===== src/design/fcspg_pkg.sv =====
// Shared types and constants of the four-channel step pulse generator.
// Used by the top level and by its port checker; depends on nothing.
`default_nettype none

package fcspg_pkg;

	localparam int CHANNELS       = 4;
	localparam int CMD_W          = 2;
	localparam int SPEED_W        = 16;
	localparam int POS_W          = 16;
	localparam int CNT_W          = 16;
	localparam int PERIOD_W       = 17;
	localparam int IN_DATA_W      = 72;
	localparam int OUT_DATA_W     = 80;

	localparam logic [PERIOD_W-1:0] DEFAULT_PERIOD = 17'd600;

	// Request kinds carried on the input tuser
	typedef enum logic [CMD_W-1:0] {
		CMD_TICK   = 2'd0,
		CMD_SPEED  = 2'd1,
		CMD_ENABLE = 2'd2
	} cmd_t;

	typedef logic [POS_W-1:0] pos_t;

endpackage

`default_nettype wire


===== src/design/four_channel_step_pulse_generator_unit.sv =====
// Top level of the four-channel step/direction pulse generator.
// Depends on fcspg_pkg for widths, reset values and request kinds.
`default_nettype none

// Four stepper channels, one request per cycle unless stalled. A tick request
// advances every channel counter: a channel steps (pulse high, position +/-1)
// when its counter is zero, drops the pulse at half its period and wraps at
// the period; a period of zero halts the channel with the pulse low. A speed
// request loads four signed speeds (sign = direction, magnitude = period in
// ticks), an enable request loads the four driver enables, and an unused kind
// changes nothing. Every request returns one result showing the state after it.
// A request is taken every cycle unless stalled; it passes the input register,
// then the combinational channel update, into the result register, from which
// its result is offered. A stalled result holds the input register, so up to
// two requests wait inside before the input stalls.
// Reset: period 600, forward, enabled, counters, pulses and positions zero.
module four_channel_step_pulse_generator_unit
	import fcspg_pkg::*;
(
	input  wire logic                  clk,
	input  wire logic                  arst_n,
	input  wire logic                  s_axis_tvalid,
	output logic                       s_axis_tready,
	// speed_a[15:0], speed_b[31:16], speed_c[47:32], speed_d[63:48],
	// enable_mask[67:64], zero fill[71:68]
	input  wire logic [IN_DATA_W-1:0]  s_axis_tdata,
	// cmd[1:0]
	input  wire logic [CMD_W-1:0]      s_axis_tuser,
	output logic                       m_axis_tvalid,
	input  wire logic                  m_axis_tready,
	// pulse_bits[3:0], dir_bits[7:4], enable_bits[11:8], position_a[27:12],
	// position_b[43:28], position_c[59:44], position_d[75:60], zero fill[79:76]
	output logic [OUT_DATA_W-1:0]      m_axis_tdata
);

	// Input register
	logic                     valid_s1;
	logic [CMD_W-1:0]         cmd_s1;
	logic [SPEED_W-1:0]       speed_s1 [CHANNELS];
	logic [CHANNELS-1:0]      mask_s1;

	// Result register
	logic                     valid_s2;
	logic [OUT_DATA_W-1:0]    res_s2;

	// Channel state
	logic [CNT_W-1:0]         cnt_q    [CHANNELS];
	logic [PERIOD_W-1:0]      period_q [CHANNELS];
	pos_t                     pos_q    [CHANNELS];
	logic [CHANNELS-1:0]      fwd_q;
	logic [CHANNELS-1:0]      pulse_q;
	logic [CHANNELS-1:0]      en_q;

	// Next channel state
	logic [CNT_W-1:0]         cnt_d    [CHANNELS];
	logic [PERIOD_W-1:0]      period_d [CHANNELS];
	pos_t                     pos_d    [CHANNELS];
	logic [CHANNELS-1:0]      fwd_d;
	logic [CHANNELS-1:0]      pulse_d;
	logic [CHANNELS-1:0]      en_d;

	logic                     in_acc;
	logic                     adv;

	// Advance the held request when the result register is free or drained
	assign adv           = valid_s1 && (!valid_s2 || m_axis_tready);
	assign s_axis_tready = !valid_s1 || adv;
	assign in_acc        = s_axis_tvalid && s_axis_tready;

	// Hold the accepted request
	always_ff @(posedge clk or negedge arst_n) begin
		if (!arst_n) begin
			valid_s1 <= 1'b0;
		end else if (in_acc) begin
			valid_s1 <= 1'b1;
		end else if (adv) begin
			valid_s1 <= 1'b0;
		end
	end

	always_ff @(posedge clk) begin
		if (in_acc) begin
			cmd_s1      <= s_axis_tuser;
			speed_s1[0] <= s_axis_tdata[15:0];
			speed_s1[1] <= s_axis_tdata[31:16];
			speed_s1[2] <= s_axis_tdata[47:32];
			speed_s1[3] <= s_axis_tdata[63:48];
			mask_s1     <= s_axis_tdata[67:64];
		end
	end

	// Magnitude of a signed speed as a period, 0..32768
	function automatic logic [PERIOD_W-1:0] v_neg_mag(input logic [SPEED_W-1:0] v);
		logic [PERIOD_W-1:0] ext;
		ext = {1'b0, v};
		return v[SPEED_W-1] ? (PERIOD_W'(17'h10000) - ext) : ext;
	endfunction

	// Work out the state after the held request, channel by channel
	always_comb begin
		logic [PERIOD_W-1:0] inc;
		logic [PERIOD_W-1:0] mag;
		for (int i = 0; i < CHANNELS; i++) begin
			cnt_d[i]    = cnt_q[i];
			period_d[i] = period_q[i];
			pos_d[i]    = pos_q[i];
			fwd_d[i]    = fwd_q[i];
			pulse_d[i]  = pulse_q[i];
			en_d[i]     = en_q[i];
			inc         = {1'b0, cnt_q[i]} + PERIOD_W'(1);
			mag         = v_neg_mag(speed_s1[i]);
			unique case (cmd_s1)
				CMD_TICK: begin
					if (period_q[i] == '0) begin
						// halted channel: pulse low, counter parked
						pulse_d[i] = 1'b0;
						cnt_d[i]   = '0;
					end else begin
						if (cnt_q[i] == '0) begin
							pulse_d[i] = 1'b1;
							pos_d[i]   = fwd_q[i] ? pos_q[i] + POS_W'(1)
							                      : pos_q[i] - POS_W'(1);
						end else if (cnt_q[i] == period_q[i][PERIOD_W-1:1]) begin
							pulse_d[i] = 1'b0;
						end
						cnt_d[i] = (inc >= period_q[i]) ? '0 : inc[CNT_W-1:0];
					end
				end
				CMD_SPEED: begin
					fwd_d[i]    = !speed_s1[i][SPEED_W-1];
					period_d[i] = mag;
				end
				CMD_ENABLE: begin
					en_d[i] = mask_s1[i];
				end
				default: begin
					// unused kind: report state unchanged
				end
			endcase
		end
	end

	// Commit channel state when the request moves on
	always_ff @(posedge clk or negedge arst_n) begin
		if (!arst_n) begin
			for (int i = 0; i < CHANNELS; i++) begin
				cnt_q[i]    <= '0;
				period_q[i] <= DEFAULT_PERIOD;
				pos_q[i]    <= '0;
			end
			fwd_q   <= '1;
			pulse_q <= '0;
			en_q    <= '1;
		end else if (adv) begin
			for (int i = 0; i < CHANNELS; i++) begin
				cnt_q[i]    <= cnt_d[i];
				period_q[i] <= period_d[i];
				pos_q[i]    <= pos_d[i];
			end
			fwd_q   <= fwd_d;
			pulse_q <= pulse_d;
			en_q    <= en_d;
		end
	end

	// Result register: load on advance, drop when taken
	always_ff @(posedge clk or negedge arst_n) begin
		if (!arst_n) begin
			valid_s2 <= 1'b0;
		end else if (adv) begin
			valid_s2 <= 1'b1;
		end else if (m_axis_tready) begin
			valid_s2 <= 1'b0;
		end
	end

	always_ff @(posedge clk) begin
		if (adv) begin
			res_s2 <= {4'b0000, pos_d[3], pos_d[2], pos_d[1], pos_d[0],
			           en_d, fwd_d, pulse_d};
		end
	end

	assign m_axis_tvalid = valid_s2;
	assign m_axis_tdata  = res_s2;

endmodule

`default_nettype wire


===== config.mk =====
export PLATFORM = sky130hd
export DESIGN_NAME = four_channel_step_pulse_generator_unit
export DESIGN_NICKNAME = d
export VERILOG_FILES = /design/src/design/fcspg_pkg.sv /design/src/design/four_channel_step_pulse_generator_unit.sv
export SDC_FILE = /design/constraint.sdc
export NUM_CORES = 1
export LEC_CHECK = 0
export BUFFER_PORTS_ARGS = -buffer_cell sky130_fd_sc_hd__clkbuf_2
export CORE_ASPECT_RATIO = 0.8
export CORE_MARGIN = 10
export CORE_UTILIZATION = 61
export DETAILED_ROUTE_END_ITERATION = 6
export GPL_TIMING_DRIVEN = 0
export MAX_ROUTING_LAYER = met4
export PLACE_DENSITY = 0.88
export SETUP_SLACK_MARGIN = 0.5
export SYNTH_ARGS = -nofsm -noshare
export SYNTH_HDL_FRONTEND = slang
export SYNTH_SLANG_ARGS = --single-unit

===== constraint.sdc =====
create_clock -name clk -period 5.2 [get_ports clk]
set_clock_uncertainty 0.2 [all_clocks]
set_input_delay 0.52 -clock clk [delete_from_list [all_inputs] [get_ports clk]]
set_output_delay 0.52 -clock clk [all_outputs]
set_load 0.01 [all_outputs]

Word level (Yosys, flattened, before mapping). Memory sizes are Yosys's and may differ from the RTL's. Index checks and enable logic that the tools add are counted.

Multiplexer cells: 58. Add/sub/neg operators: 16. Order comparisons: 4. Equality and inequality tests: 6. Reductions and logical operators: 23.

Operators with widths (number): $mux W16 (24); $add A16 B1 Y17 const B (4); $ge A17 B17 Y1 (4); $logic_not A17 Y1 (4); $mux W17 (4); $sub A17 B16 Y17 const A (4); $add A16 B1 Y16 const B (4); $eq A16 B16 Y1 (4); $logic_not A16 Y1 (4); $sub A16 B1 Y16 const B (4); $mux W1 (30); $logic_not A1 Y1 (6); $reduce_and A2 Y1 (2); $reduce_bool A2 Y1 (2); $eq A2 B1 Y1 const B (1); $eq A2 B2 Y1 const B (1); $logic_and A1 B1 Y1 (2); $logic_not A2 Y1 (1); $logic_or A1 B1 Y1 (2).

Bits in writable memories: 64. Bits in registers: 292. Bits of input ports: 78. Word-level logic and storage cells: 128. Memories: 1. Output and inout port bits: 82.

Memory list: speed_s1 (words 4, width 16, read ports 4, clocked after Yosys merged registers in 0, write ports 4, line four_channel_step_pulse_generator_unit.sv:39) `logic [SPEED_W-1:0] speed_s1 [CHANNELS];`.

Longest topological paths before layout.
Depth in word-level cells: 7. Gate-level depth with buffers: 18. Depth with buffers taken out: 15.

Worst setup path after synthesis. No wires, ideal clock.

Path type: input -> register. From: in m_axis_tready. To: reg pos_q[60] (netlist name). Required time: 4.935 ns. Slack: 1.225 ns. Library setup time: 0.065 ns. Path buffers: 1. Arrival: 3.710 ns. Stages on the path: 7. Cells stage by stage: nand2b_1 > nand2_1 > inv_1 > buf_1 > and4_1 > a211oi_2 > nand2_1.

Word-level cells in the longest chain between the ends: 2.

Ends and longest elaborated chain: start: declaration (line four_channel_step_pulse_generator_unit.sv:30) `input wire logic m_axis_tready,`; $logic_or A1 B1 Y1 (line four_channel_step_pulse_generator_unit.sv:66) `assign adv = valid_s1 && (!valid_s2 || m_axis_tready);`; $logic_and A1 B1 Y1 (line four_channel_step_pulse_generator_unit.sv:66); net adv (line four_channel_step_pulse_generator_unit.sv:63) `logic adv;`; end signal: indexed assignment (line four_channel_step_pulse_generator_unit.sv:158) `pos_q[i] <= pos_d[i];`; end: declaration (line four_channel_step_pulse_generator_unit.sv:49) `pos_t pos_q [CHANNELS];`.

The timed path passes the listed nets, and every way through them passes these cells. A chain may end at the register's enable or synchronous reset.

Final worst setup path.
From: reg cnt_q[0] (netlist name). To: reg cnt_q[12] (netlist name).

Word-level cells in the longest chain between the ends: 4.

Ends and longest elaborated chain: start: declaration (line four_channel_step_pulse_generator_unit.sv:47) `logic [CNT_W-1:0] cnt_q [CHANNELS];`; start signal: indexed assignment (line four_channel_step_pulse_generator_unit.sv:156) `cnt_q[i] <= cnt_d[i];`; $add A16 B1 Y17 * (line four_channel_step_pulse_generator_unit.sv:110) `inc = {1'b0, cnt_q[i]} + PERIOD_W'(1);`; $ge A17 B17 Y1 (line four_channel_step_pulse_generator_unit.sv:126) `cnt_d[i] = (inc >= period_q[i]) ? '0 : inc[CNT_W-1:0];`; $mux W16 * (line four_channel_step_pulse_generator_unit.sv:126); $mux W16 * (line four_channel_step_pulse_generator_unit.sv:114) `if (period_q[i] == '0) begin`.

Every way passes the cells marked *; elsewhere a longest branch is shown, timed or not.

==> metrics <==
Lkg Pwr 11.0 nW; post-synthesis mux area share 0.0397; synth top area cells dfrtp_1, edfxtp_1, ha_1; area of the core 0.0339 sq mm; CTS buffer count 37; register area share after synthesis 0.457; Mapped Cells 2,088; clk slew on worst S/H paths 0.07 ns; Post-route DRC 0; ys async rst share 0.590; initial drt markers 1,329; Die Span Y 187 microns; top-level I/O count 160; DRT antenna net count 0; Setup WS pre-CTS 0.777 ns; WP data arrival 4.58 ns; final setup fails 0; YS warnings 0; complex-gate fraction of the synthesized area 0.141; FP Rows 60; design area 0.0245 sq mm; Critical Path Start Type register; worst-path cell chain ha_1, and3_1, clkbuf_1, nand3_1, inv_1, and3_1, xnor2_1, inv_1, ha_1, nand4_1, nor3_1, nor3_1, o2111ai_1, a41o_1, clkbuf_1, nor3_1, a21o_1; Worst Path Required 5.45 ns; final non-filler cell total 2,851; Max Transition Viols Final 0; Max VDD drop 0.281 mV; number of iterations in the first detailed-routing pass 5; Die Area 0.0426 sq mm; Layout fillers 2,373; total gr overflow 0; most common cell after layout, fill and taps aside nand2_1; largest family of logic cells by synthesized area simple AND/OR/NAND/NOR gates; Unique masters post-synth 74; leading cell types in the layout, fill and taps excluded nand2_1, dfrtp_1, xnor2_1; Avg WL per Cell 19.6 microns; routed wire length 55,800 microns; Crit Path Max Fanout 10; PortBufs 151; vias per inst 6.00; Final GP Congestion 0.973; Post-Synth Adder-Cell Area 0.0842; Tcrit/Tclk final 0.833; clk_lat worst skew 0.55 ns; number of synthesized flops with an enable pin 146; largest net degree at the start of global routing 110; CP most frequent cell nor3_1; DP Cell Count 2,710; f_max 231 MHz; # Max-Cap Violations 0; Slew Limit Headroom 0.340; layout cells sized above 1 0.144; HPWL after DPL 38,100 microns; Die Wd 228 microns; P per Cell Area 501 mW/mm^2; minimum period implied by the final worst setup slack 4.33 ns; all-layer global routing usage 0.262; via count 17,100; crit path capture type register; Setup CP Type reg2reg; final net count 2,574; final hold viol count 0; Worst Tran Pin Value 0.990 ns; WHS 0.0859 ns; Starting Density 0.623; CTS tree yes; simple-gate share of the synthesized area 0.144; Mapped Area 0.0212 sq mm; hold crit path type in2reg; xor/xnor share of the synthesized area 0.0956; initial antenna violation count 1; outcome complete, no violations; CTS root buf clkbuf_16; RSZ-0062 raised after global routing false; Setup TNS 0 ns; htree depth 2; Layout area overhead 16.0%; slowest stage cell, crit path dfrtp_1; # Post-CTS Setup Buffers 0; Yosys reg bits 356; Main synth FF type dfrtp_1; CTS max path bufs 3; global-route wire length before repair 90,300 microns; vias in the first global route 17,400; clk sinks 356; CP peak stage delay 0.52 ns; final worst slack 0.867 ns; top cell type's share of synthesized area 0.220; syn_area_per_cell 10.1 sq um; post-synth top area cell dfrtp_1; Area after DPL 0.0226 sq mm
[registers in the layout, indices dropped and copies added (netlist names)]
signal and flops:
valid_s1 1, fwd_q 4, cnt_q 64, pulse_q 4, cmd_s1 2, pos_q 64, en_q 4, speed_s1 64
period_q 68, m_axis_tdata 76, m_axis_tvalid 1, mask_s1 4
[synthesized netlist by cell type, types with 7 or more instances]
master and count:
o21ai_0 143, dfrtp_1 186, and2_1 8, a31oi_1 12
o21ai_1 9, ha_1 136, nand3b_1 8, o41ai_1 13
mux2_4 7, nor4b_1 7, xor2_1 75, nand3_1 44
inv_1 111, nor2b_1 15, a211oi_1 12, o21bai_1 13
xnor2_1 156, nor2_1 78, mux2_2 59, a21o_1 54
a21oi_1 77, and3_1 25, buf_2 18, nand2b_1 31
mux2i_1 7, nor4_1 25, o211ai_1 23, o21a_1 11
a22o_1 21, edfxtp_1 146, o31ai_1 25, nand2_1 269
nor3_1 32, clkbuf_1 65, nand4_1 36, or3_1 16
dfstp_2 24
[critical path, delay by kind of cell, from the launching register on]
family                   cells  cell delay, ns
AND/OR/NAND/NOR              7            1.13
buffers and inverters        4            0.94
AO/OA/AOI/OAI                3            0.68
adder cells (fa/ha/maj)      2            0.63
flip-flops                   1            0.52
XOR/XNOR                     1            0.15
[logic make-up after synthesis]
family / count (synthesis)
adder cells (fa/ha/maj): 140
multiplexers: 73
buffers and inverters: 204
other: 1
flip-flops: 356
AND/OR/NAND/NOR: 625
XOR/XNOR: 231
AO/OA/AOI/OAI: 458
[report_power, final]
part           total (mW)  switching [mW]  internal, mW
Combinational        5.15            2.86          2.29
Clock                2.77            1.14          1.63
Sequential           4.37           0.623          3.75
[stage by stage]
step	util	total power, mW
floorplan	-	8.06
global placement	0.663	9.08
detailed placement	0.665	9.36
CTS	0.723	12.2
global route	0.723	13.1
finish	0.723	12.3
[layer usage]
| layer | vias to the layer above | share of wire | GRT usage |
|---|---|---|---|
| met2 | 674 | 0.47 | 0.423 |
| met3 | 147 | 0.066 | 0.0430 |
| met5 | - | 0 | - |
| met1 | 8275 | 0.43 | 0.328 |
| li1 | 8000 | - | - |
| met4 | 0 | 0.033 | 0.0944 |
[cell type report]
type	instances	area [sq um]	share of cell area
Timing Repair Buffer	226	1550	0.0633
Buffer	92	404	0.0165
Antenna cell	1	2.50	0.000102
Inverter	112	420	0.0171
Multi-Input combinational cell	1531	10700	0.435
Clock inverter	19	226	0.00923
Clock buffer	49	1010	0.0413
Tap cell	465	582	0.0237
Sequential cell	356	9670	0.394
[timing repair]
action	4_1_cts	5_1_grt
resized for setup	0	2
endpoints found under the hold margin	166	0
hold buffers	72	0
endpoints found under the setup margin	0	8
[final timing paths]
| check | cells past startpoint | slack (ns) | from | end |
|---|---|---|---|---|
| max | 17 | 0.87 | cnt_q[0] | cnt_q[12] |
| min | 3 | 0.09 | m_axis_tready | m_axis_tvalid |
| min reg2reg | 2 | 0.28 | en_q[1] | en_q[1] |
| max in group asynchronous | 3 | 3.29 | arst_n | period_q[43] |
| max reg2reg | 17 | 0.87 | cnt_q[0] | cnt_q[12] |
| min in group asynchronous | 2 | 0.46 | arst_n | pos_q[2] |
Power figures use the tool's default switching activity.
